--- config.mk ---
export PLATFORM = sky130hd
export DESIGN_NAME = fhbm_scan_unit
export DESIGN_NICKNAME = d
export VERILOG_FILES = /design/src/fhbm_pkg.sv /design/src/fhbm_scan_unit.sv
export SDC_FILE = /design/constraint.sdc
export NUM_CORES = 1
export LEC_CHECK = 0
export BUFFER_PORTS_ARGS = -buffer_cell sky130_fd_sc_hd__buf_2
export CORE_MARGIN = 5
export CORE_UTILIZATION = 60
export DETAILED_ROUTE_END_ITERATION = 6
export PLACE_DENSITY = 0.89
export SETUP_SLACK_MARGIN = 0.5
export SYNTH_ARGS = -nofsm -noshare
export SYNTH_HDL_FRONTEND = slang
export SYNTH_SLANG_ARGS = --single-unit
--- constraint.sdc ---
create_clock -name clk -period 17.55 [get_ports clk]
set_input_delay 0 -clock clk [delete_from_list [all_inputs] [get_ports clk]]
set_output_delay 0 -clock clk [all_outputs]
set_load 0.01 [all_outputs]
--- src/fhbm_pkg.sv ---
// Package with the shared types, constants and codes of the folded Hamming best-match core.
`timescale 1ns / 1ps
package fhbm_pkg;

  localparam int MAX_SETS     = 512;
  localparam int VECTOR_WORDS = 16;
  localparam int WORD_BITS    = 64;

  localparam int SET_W    = $clog2(MAX_SETS);
  localparam int WORD_W   = $clog2(VECTOR_WORDS);
  localparam int TAB_AW   = SET_W + WORD_W;
  localparam int TAB_DEPTH = MAX_SETS * VECTOR_WORDS;
  localparam int POP_W    = $clog2(WORD_BITS + 1);
  localparam int DIST_W   = $clog2(VECTOR_WORDS * WORD_BITS + 1);

  localparam int CFG_W     = 10;
  localparam int CFG_IDX_W = 1;
  localparam int NET_W     = 10;
  localparam int COST_W    = 31;
  localparam int TAG_W     = 16;
  localparam int UNF_W     = 12;

  localparam logic [COST_W-1:0] COST_NONE  = 31'h7fff_ffff;
  localparam logic [COST_W-1:0] COST_SCALE = 31'd10000;

  localparam logic [1:0] OP_LOAD  = 2'd0;
  localparam logic [1:0] OP_QUERY = 2'd1;
  localparam logic [1:0] OP_READ  = 2'd2;

  localparam logic [CFG_IDX_W-1:0] CFG_SPECIES = 1'b0;
  localparam logic [CFG_IDX_W-1:0] CFG_SETS    = 1'b1;

  typedef struct packed {
    logic [1:0]           op;
    logic [SET_W-1:0]     entry;
    logic [WORD_W-1:0]    word_index;
    logic [WORD_BITS-1:0] data;
    logic                 last_word;
    logic                 remember;
    logic [UNF_W-1:0]     unfound;
    logic [TAG_W-1:0]     tag;
  } in_beat_t;

  typedef struct packed {
    logic              found;
    logic [SET_W-1:0]  best_entry;
    logic [NET_W-1:0]  net_dist;
    logic [COST_W-1:0] stored_cost;
    logic [TAG_W-1:0]  stored_tag;
    logic              tag_valid;
  } out_beat_t;

  // One remembered match, as kept in the match memory.
  typedef struct packed {
    logic [COST_W-1:0] cost;
    logic [TAG_W-1:0]  tag;
    logic              valid;
  } match_t;

  localparam match_t MATCH_CLEAR = '{cost: COST_NONE, tag: '0, valid: 1'b0};

  // Marks the table word that enters the distance unit in this cycle.
  typedef struct packed {
    logic             v;
    logic             last;
    logic [SET_W-1:0] ent;
  } scan_tap_t;

  typedef struct packed {
    logic             busy;
    logic [SET_W-1:0] ent;
    logic [NET_W-1:0] cost;
  } scan_res_t;

  typedef enum logic [2:0] {
    ST_CLEAR,
    ST_IDLE,
    ST_SCAN,
    ST_DRAIN,
    ST_MREAD,
    ST_OUT
  } fsm_state_t;

endpackage

--- src/fhbm_scan_unit.sv ---
// Distance unit: popcount of one word per cycle, per-entry sum, folding and best-entry compare.
`timescale 1ns / 1ps
module fhbm_scan_unit
  import fhbm_pkg::*;
(
  input  logic                 clk,
  input  logic                 rst_n,
  input  logic                 start,
  input  logic [CFG_W-1:0]     species_count,
  input  scan_tap_t            tap,
  input  logic [WORD_BITS-1:0] pat_word,
  input  logic [WORD_BITS-1:0] qry_word,
  output scan_res_t            res
);

  // Pairwise reduction: bit pairs, nibbles, bytes, then the bytes are folded together.
  function automatic logic [POP_W-1:0] popcount(input logic [WORD_BITS-1:0] x);
    logic [WORD_BITS-1:0] s;
    s = x - ((x >> 1) & 64'h5555_5555_5555_5555);
    s = (s & 64'h3333_3333_3333_3333) + ((s >> 2) & 64'h3333_3333_3333_3333);
    s = (s + (s >> 4)) & 64'h0f0f_0f0f_0f0f_0f0f;
    s = s + (s >> 8);
    s = s + (s >> 16);
    s = s + (s >> 32);
    return s[POP_W-1:0];
  endfunction

  logic [POP_W-1:0]  pop_r;
  scan_tap_t         a_tap_r;
  logic [DIST_W-1:0] acc_r;
  logic [DIST_W-1:0] sum_r;
  logic              s_v_r;
  logic [SET_W-1:0]  s_ent_r;
  logic              any_r;
  logic [SET_W-1:0]  best_ent_r;
  logic [NET_W-1:0]  win_cost_r;

  logic [DIST_W-1:0] acc_sum;
  logic [DIST_W-1:0] species_ext;
  logic [DIST_W-1:0] half_ext;
  logic [NET_W-1:0]  folded;

  assign acc_sum     = acc_r + DIST_W'(pop_r);
  assign species_ext = DIST_W'(species_count);
  assign half_ext    = DIST_W'(species_count >> 1);

  // Distances above half the species count fold back; beyond the count they saturate at zero.
  always_comb begin
    if (sum_r > half_ext) begin
      if (sum_r > species_ext) begin
        folded = '0;
      end else begin
        folded = NET_W'(species_ext - sum_r);
      end
    end else begin
      folded = NET_W'(sum_r);
    end
  end

  always_ff @(posedge clk) begin
    if (!rst_n) begin
      a_tap_r.v <= 1'b0;
      s_v_r     <= 1'b0;
      any_r     <= 1'b0;
      acc_r     <= '0;
    end else begin
      a_tap_r <= tap;
      s_v_r   <= a_tap_r.v && a_tap_r.last;
      if (start) begin
        acc_r <= '0;
        any_r <= 1'b0;
      end else begin
        if (a_tap_r.v) begin
          acc_r <= a_tap_r.last ? '0 : acc_sum;
        end
        if (s_v_r && (!any_r || folded < win_cost_r)) begin
          any_r <= 1'b1;
        end
      end
    end
  end

  always_ff @(posedge clk) begin
    pop_r   <= popcount(pat_word ^ qry_word);
    sum_r   <= acc_sum;
    s_ent_r <= a_tap_r.ent;
    if (s_v_r && (!any_r || folded < win_cost_r)) begin
      best_ent_r <= s_ent_r;
      win_cost_r <= folded;
    end
  end

  assign res = '{busy: tap.v || a_tap_r.v || s_v_r, ent: best_ent_r, cost: win_cost_r};

endmodule

==> impl_metrics.yaml <==
clock_tree:
  cts.sinks: 70
  cts.path.max_buffers: 2
  htree_levels: 3
  clkLatencyLatePin_ns: 0.33
  numCtsBuffers: 9
  ctsResizeCount: 0
  cts_tree: "built"
  clk_pin_slew_ns: 0.06
  cts_root_buf: "clkbuf_16"
floorplan:
  die_y_um: 139
  num_rows: 47
  boundaryPins: 172
  dieArea_um2: 19300
  die_w_um: 139
  initial_core_util: 0.606
  coreArea_um2: 16500
synthesis:
  synth_edf_count: 29
  syn_area_um2: 9990
  yosysTopAreaCellShare: 0.242
  synth_cell_type_count: 81
  synth.avg_cell_area_um2: 8.88
  synth_nets: 1502
  synth_seq_cells: 70
  yosysWarnings: 0
  ys_seq_area_frac: 0.169
  synth_ff_type: "dfxtp_1"
  syn_inst: 1124
  synth-async-reset-ratio: 0
  yosys-top-cells-area: "ha_1 (24%), edfxtp_1 (8.7%), dfxtp_1 (8.2%), xor2_1 (7.0%), fa_1 (6.6%)"
  yosysTopAreaCell: "ha_1"
hold_path:
  hold_end: "a_tap_r[3]"
  hp-start: "rst_n"
  min-delay-path-class: "in -> reg"
  hold-path-cell-count: 1
global_routing:
  grt_max_degree: 15
  grt_pass1_wl_mm: 37.8
  gr-total-overflow: 0
  grt_usage: 0.223
  grt_pass1_vias: 8787
  antenna_found_initial: 0
route:
  drt_pre_antenna_iters: 5
  via_count: 8591
  wl_per_cell_um: 14.1
  drtIter0Drc: 369
  drt_wl_total_mm: 21.7
  viasPerCell: 5.57
  ant_nets: 0
  drcViolationCount: 0
worst_setup_path:
  critPathRequiredTime_ns: 17.77
  critPathKind: "in -> reg"
  rrSetupSlack_ns: 13.01
  reg2reg_depth: 17
  cp-end-kind: "flip-flop"
  rr_startpoint: "sum_r[4]"
  startpoint_type: "input pin"
  cp_max_fo: 6
  rr_endpoint: "best_ent_r[8]"
  arrival_ns: 6.47
placement:
  placed_area_um2: 11100
  gp_congestion: 0.911
  io_buffers: 171
  dpl.hpwl_mm: 18.5
timing:
  fin_worst_skew_ns: 0.00612
  rsz0062_at_grt: "false"
  fin_setup_tns_ns: 0
  finalHoldViolCount: 0
  hold_ws_ns: 0.0495
  fin_crit_sh: 0.356
  fmax_ghz: 0.160
  final-setup-viol-count: 0
  min_period_ns: 6.25
  worst_pin_slew_ns: 0.646
  slew_viol_final: 0
  slew_headroom: 0.566
finish:
  layout.nets: 1694
  stdcell_area_um2: 11600
  drive_above_1_share: 0.170
  syn2layout_area_growth_pct: 15.7
  antenna_cells: 0
outcome:
  outcome: "completed"
flow_run:
  drv_cap: 0
## area by class of cell
cell class                 count  area, um^2
inverter                     144         541
sequential                    70        1690
clock inverter                 7         105
tap                          220         275
timing repair buffer         183         973
fill                        1230        4910
multi-input combinational    908        7750
clock buffer                   9         225
## how the worst max path moves through the flow
stage / from / to / slack, ns
after floorplan: qry_word[3] / pop_r[6] / 11.78
after global placement: qry_word[3] / pop_r[6] / 11.21
after detailed placement: qry_word[3] / pop_r[6] / 10.96
after CTS: qry_word[3] / pop_r[6] / 11.29
after global routing: qry_word[17] / pop_r[6] / 10.88
final: qry_word[3] / pop_r[6] / 11.30
## sequential cells by signal, indices dropped and copies added, names as in the netlist
register,count
any_r,1
sum_r,11
best_ent_r,9
pop_r,7
a_tap_r,11
win_cost_r,10
s_v_r,1
s_ent_r,9
acc_r,11
## cell usage in the layout (no fill, tap or decap), types with 9 or more instances in the layout
| cell type | n |
|---|---|
| a211oi_1 | 11 |
| xor2_1 | 80 |
| nand2b_1 | 12 |
| buf_2 | 171 |
| o21ai_0 | 46 |
| nor2b_1 | 14 |
| nor3_1 | 17 |
| dfxtp_1 | 41 |
| clkbuf_16 | 9 |
| dlygate4sd3_1 | 11 |
| ha_1 | 193 |
| a21o_1 | 51 |
| nand4_1 | 13 |
| edfxtp_1 | 29 |
| xnor2_1 | 71 |
| inv_1 | 139 |
| nand2_1 | 61 |
| fa_1 | 33 |
| nand3_1 | 23 |
| a22o_1 | 9 |
| nor2_1 | 55 |
| a21oi_1 | 62 |
## what timing repair did
item | 4_1_cts | 5_1_grt
endpoints found under the hold margin | 11 | 0
hold buffers | 11 | 0
setup buffers | 0 | 0
## metrics by stage
| step | util | worst slack (ns) | std cells |
|---|---|---|---|
| floorplan | - | 11.78 | 1124 |
| global placement | 0.675 | 11.21 | 1514 |
| detailed placement | 0.675 | 10.96 | 1514 |
| CTS | 0.702 | 11.29 | 1541 |
| global route | 0.702 | 10.88 | 1541 |
| finish | 0.702 | 11.30 | 1541 |
## worst max-delay path: stages
cell      delay (ns)
buf_2           0.10
xor2_1          0.37
inv_1           0.15
ha_1            0.25
nand2_1         0.06
o21ai_0         0.09
or3_1           0.40
o211a_1         0.16
o31ai_2         0.52
a211oi_2        0.23
o211a_1         0.30
nor3_1          0.19
nor3_1          0.09
ha_1            0.19
fa_1            0.51
inv_1           0.07
fa_1            0.53
inv_1           0.07
fa_1            0.51
ha_1            0.32
a21o_1          0.16
a21oi_1         0.20
xnor2_1         0.15
ha_1            0.27
inv_1           0.08
o21bai_1        0.11
a21o_1          0.20
a21o_1          0.17
## cells in the mapped netlist (4+ instances only)
| cell | count |
|---|---|
| nor3_1 | 17 |
| a31oi_1 | 5 |
| nor2b_1 | 14 |
| inv_2 | 4 |
| a21oi_1 | 62 |
| and3_1 | 8 |
| a22o_1 | 9 |
| xor2_1 | 80 |
| o211ai_1 | 8 |
| a21o_1 | 51 |
| nand3_1 | 23 |
| nand4_1 | 13 |
| nor2_1 | 55 |
| edfxtp_1 | 29 |
| nand2_1 | 61 |
| dfxtp_1 | 41 |
| a211oi_1 | 11 |
| a22oi_1 | 8 |
| xnor2_1 | 71 |
| a211o_1 | 8 |
| or3_1 | 5 |
| nand2b_1 | 12 |
| a21oi_2 | 4 |
| o21bai_1 | 8 |
| a21boi_0 | 7 |
| o21ai_0 | 46 |
| o21ai_2 | 4 |
| o21ai_1 | 6 |
| o21a_1 | 6 |
| fa_1 | 33 |
| inv_1 | 139 |
| ha_1 | 193 |
## per-layer routing
layer  track usage  vias to the layer above  wire length, um
li1              -                     4346                -
met1         0.271                     3972             9020
met2         0.414                      225            11200
met3        0.0307                       48             1030
met4        0.0561                        0              452
met5             0                        -                0
## logic make-up after synthesis
| group | Yosys count | share of synthesized area |
|---|---|---|
| adder cells (fa/ha/maj) | 226 | 0.308 |
| AND/OR/NAND/NOR | 233 | 0.116 |
| buffers and inverters | 146 | 0.0549 |
| flip-flops | 70 | 0.169 |
| AO/OA/AOI/OAI | 289 | 0.205 |
| XOR/XNOR | 158 | 0.145 |
| multiplexers | 2 | 0.00200 |
Power is not shown: default switching activity piles up to over one toggle a cycle in this logic, so the estimate is an artifact.
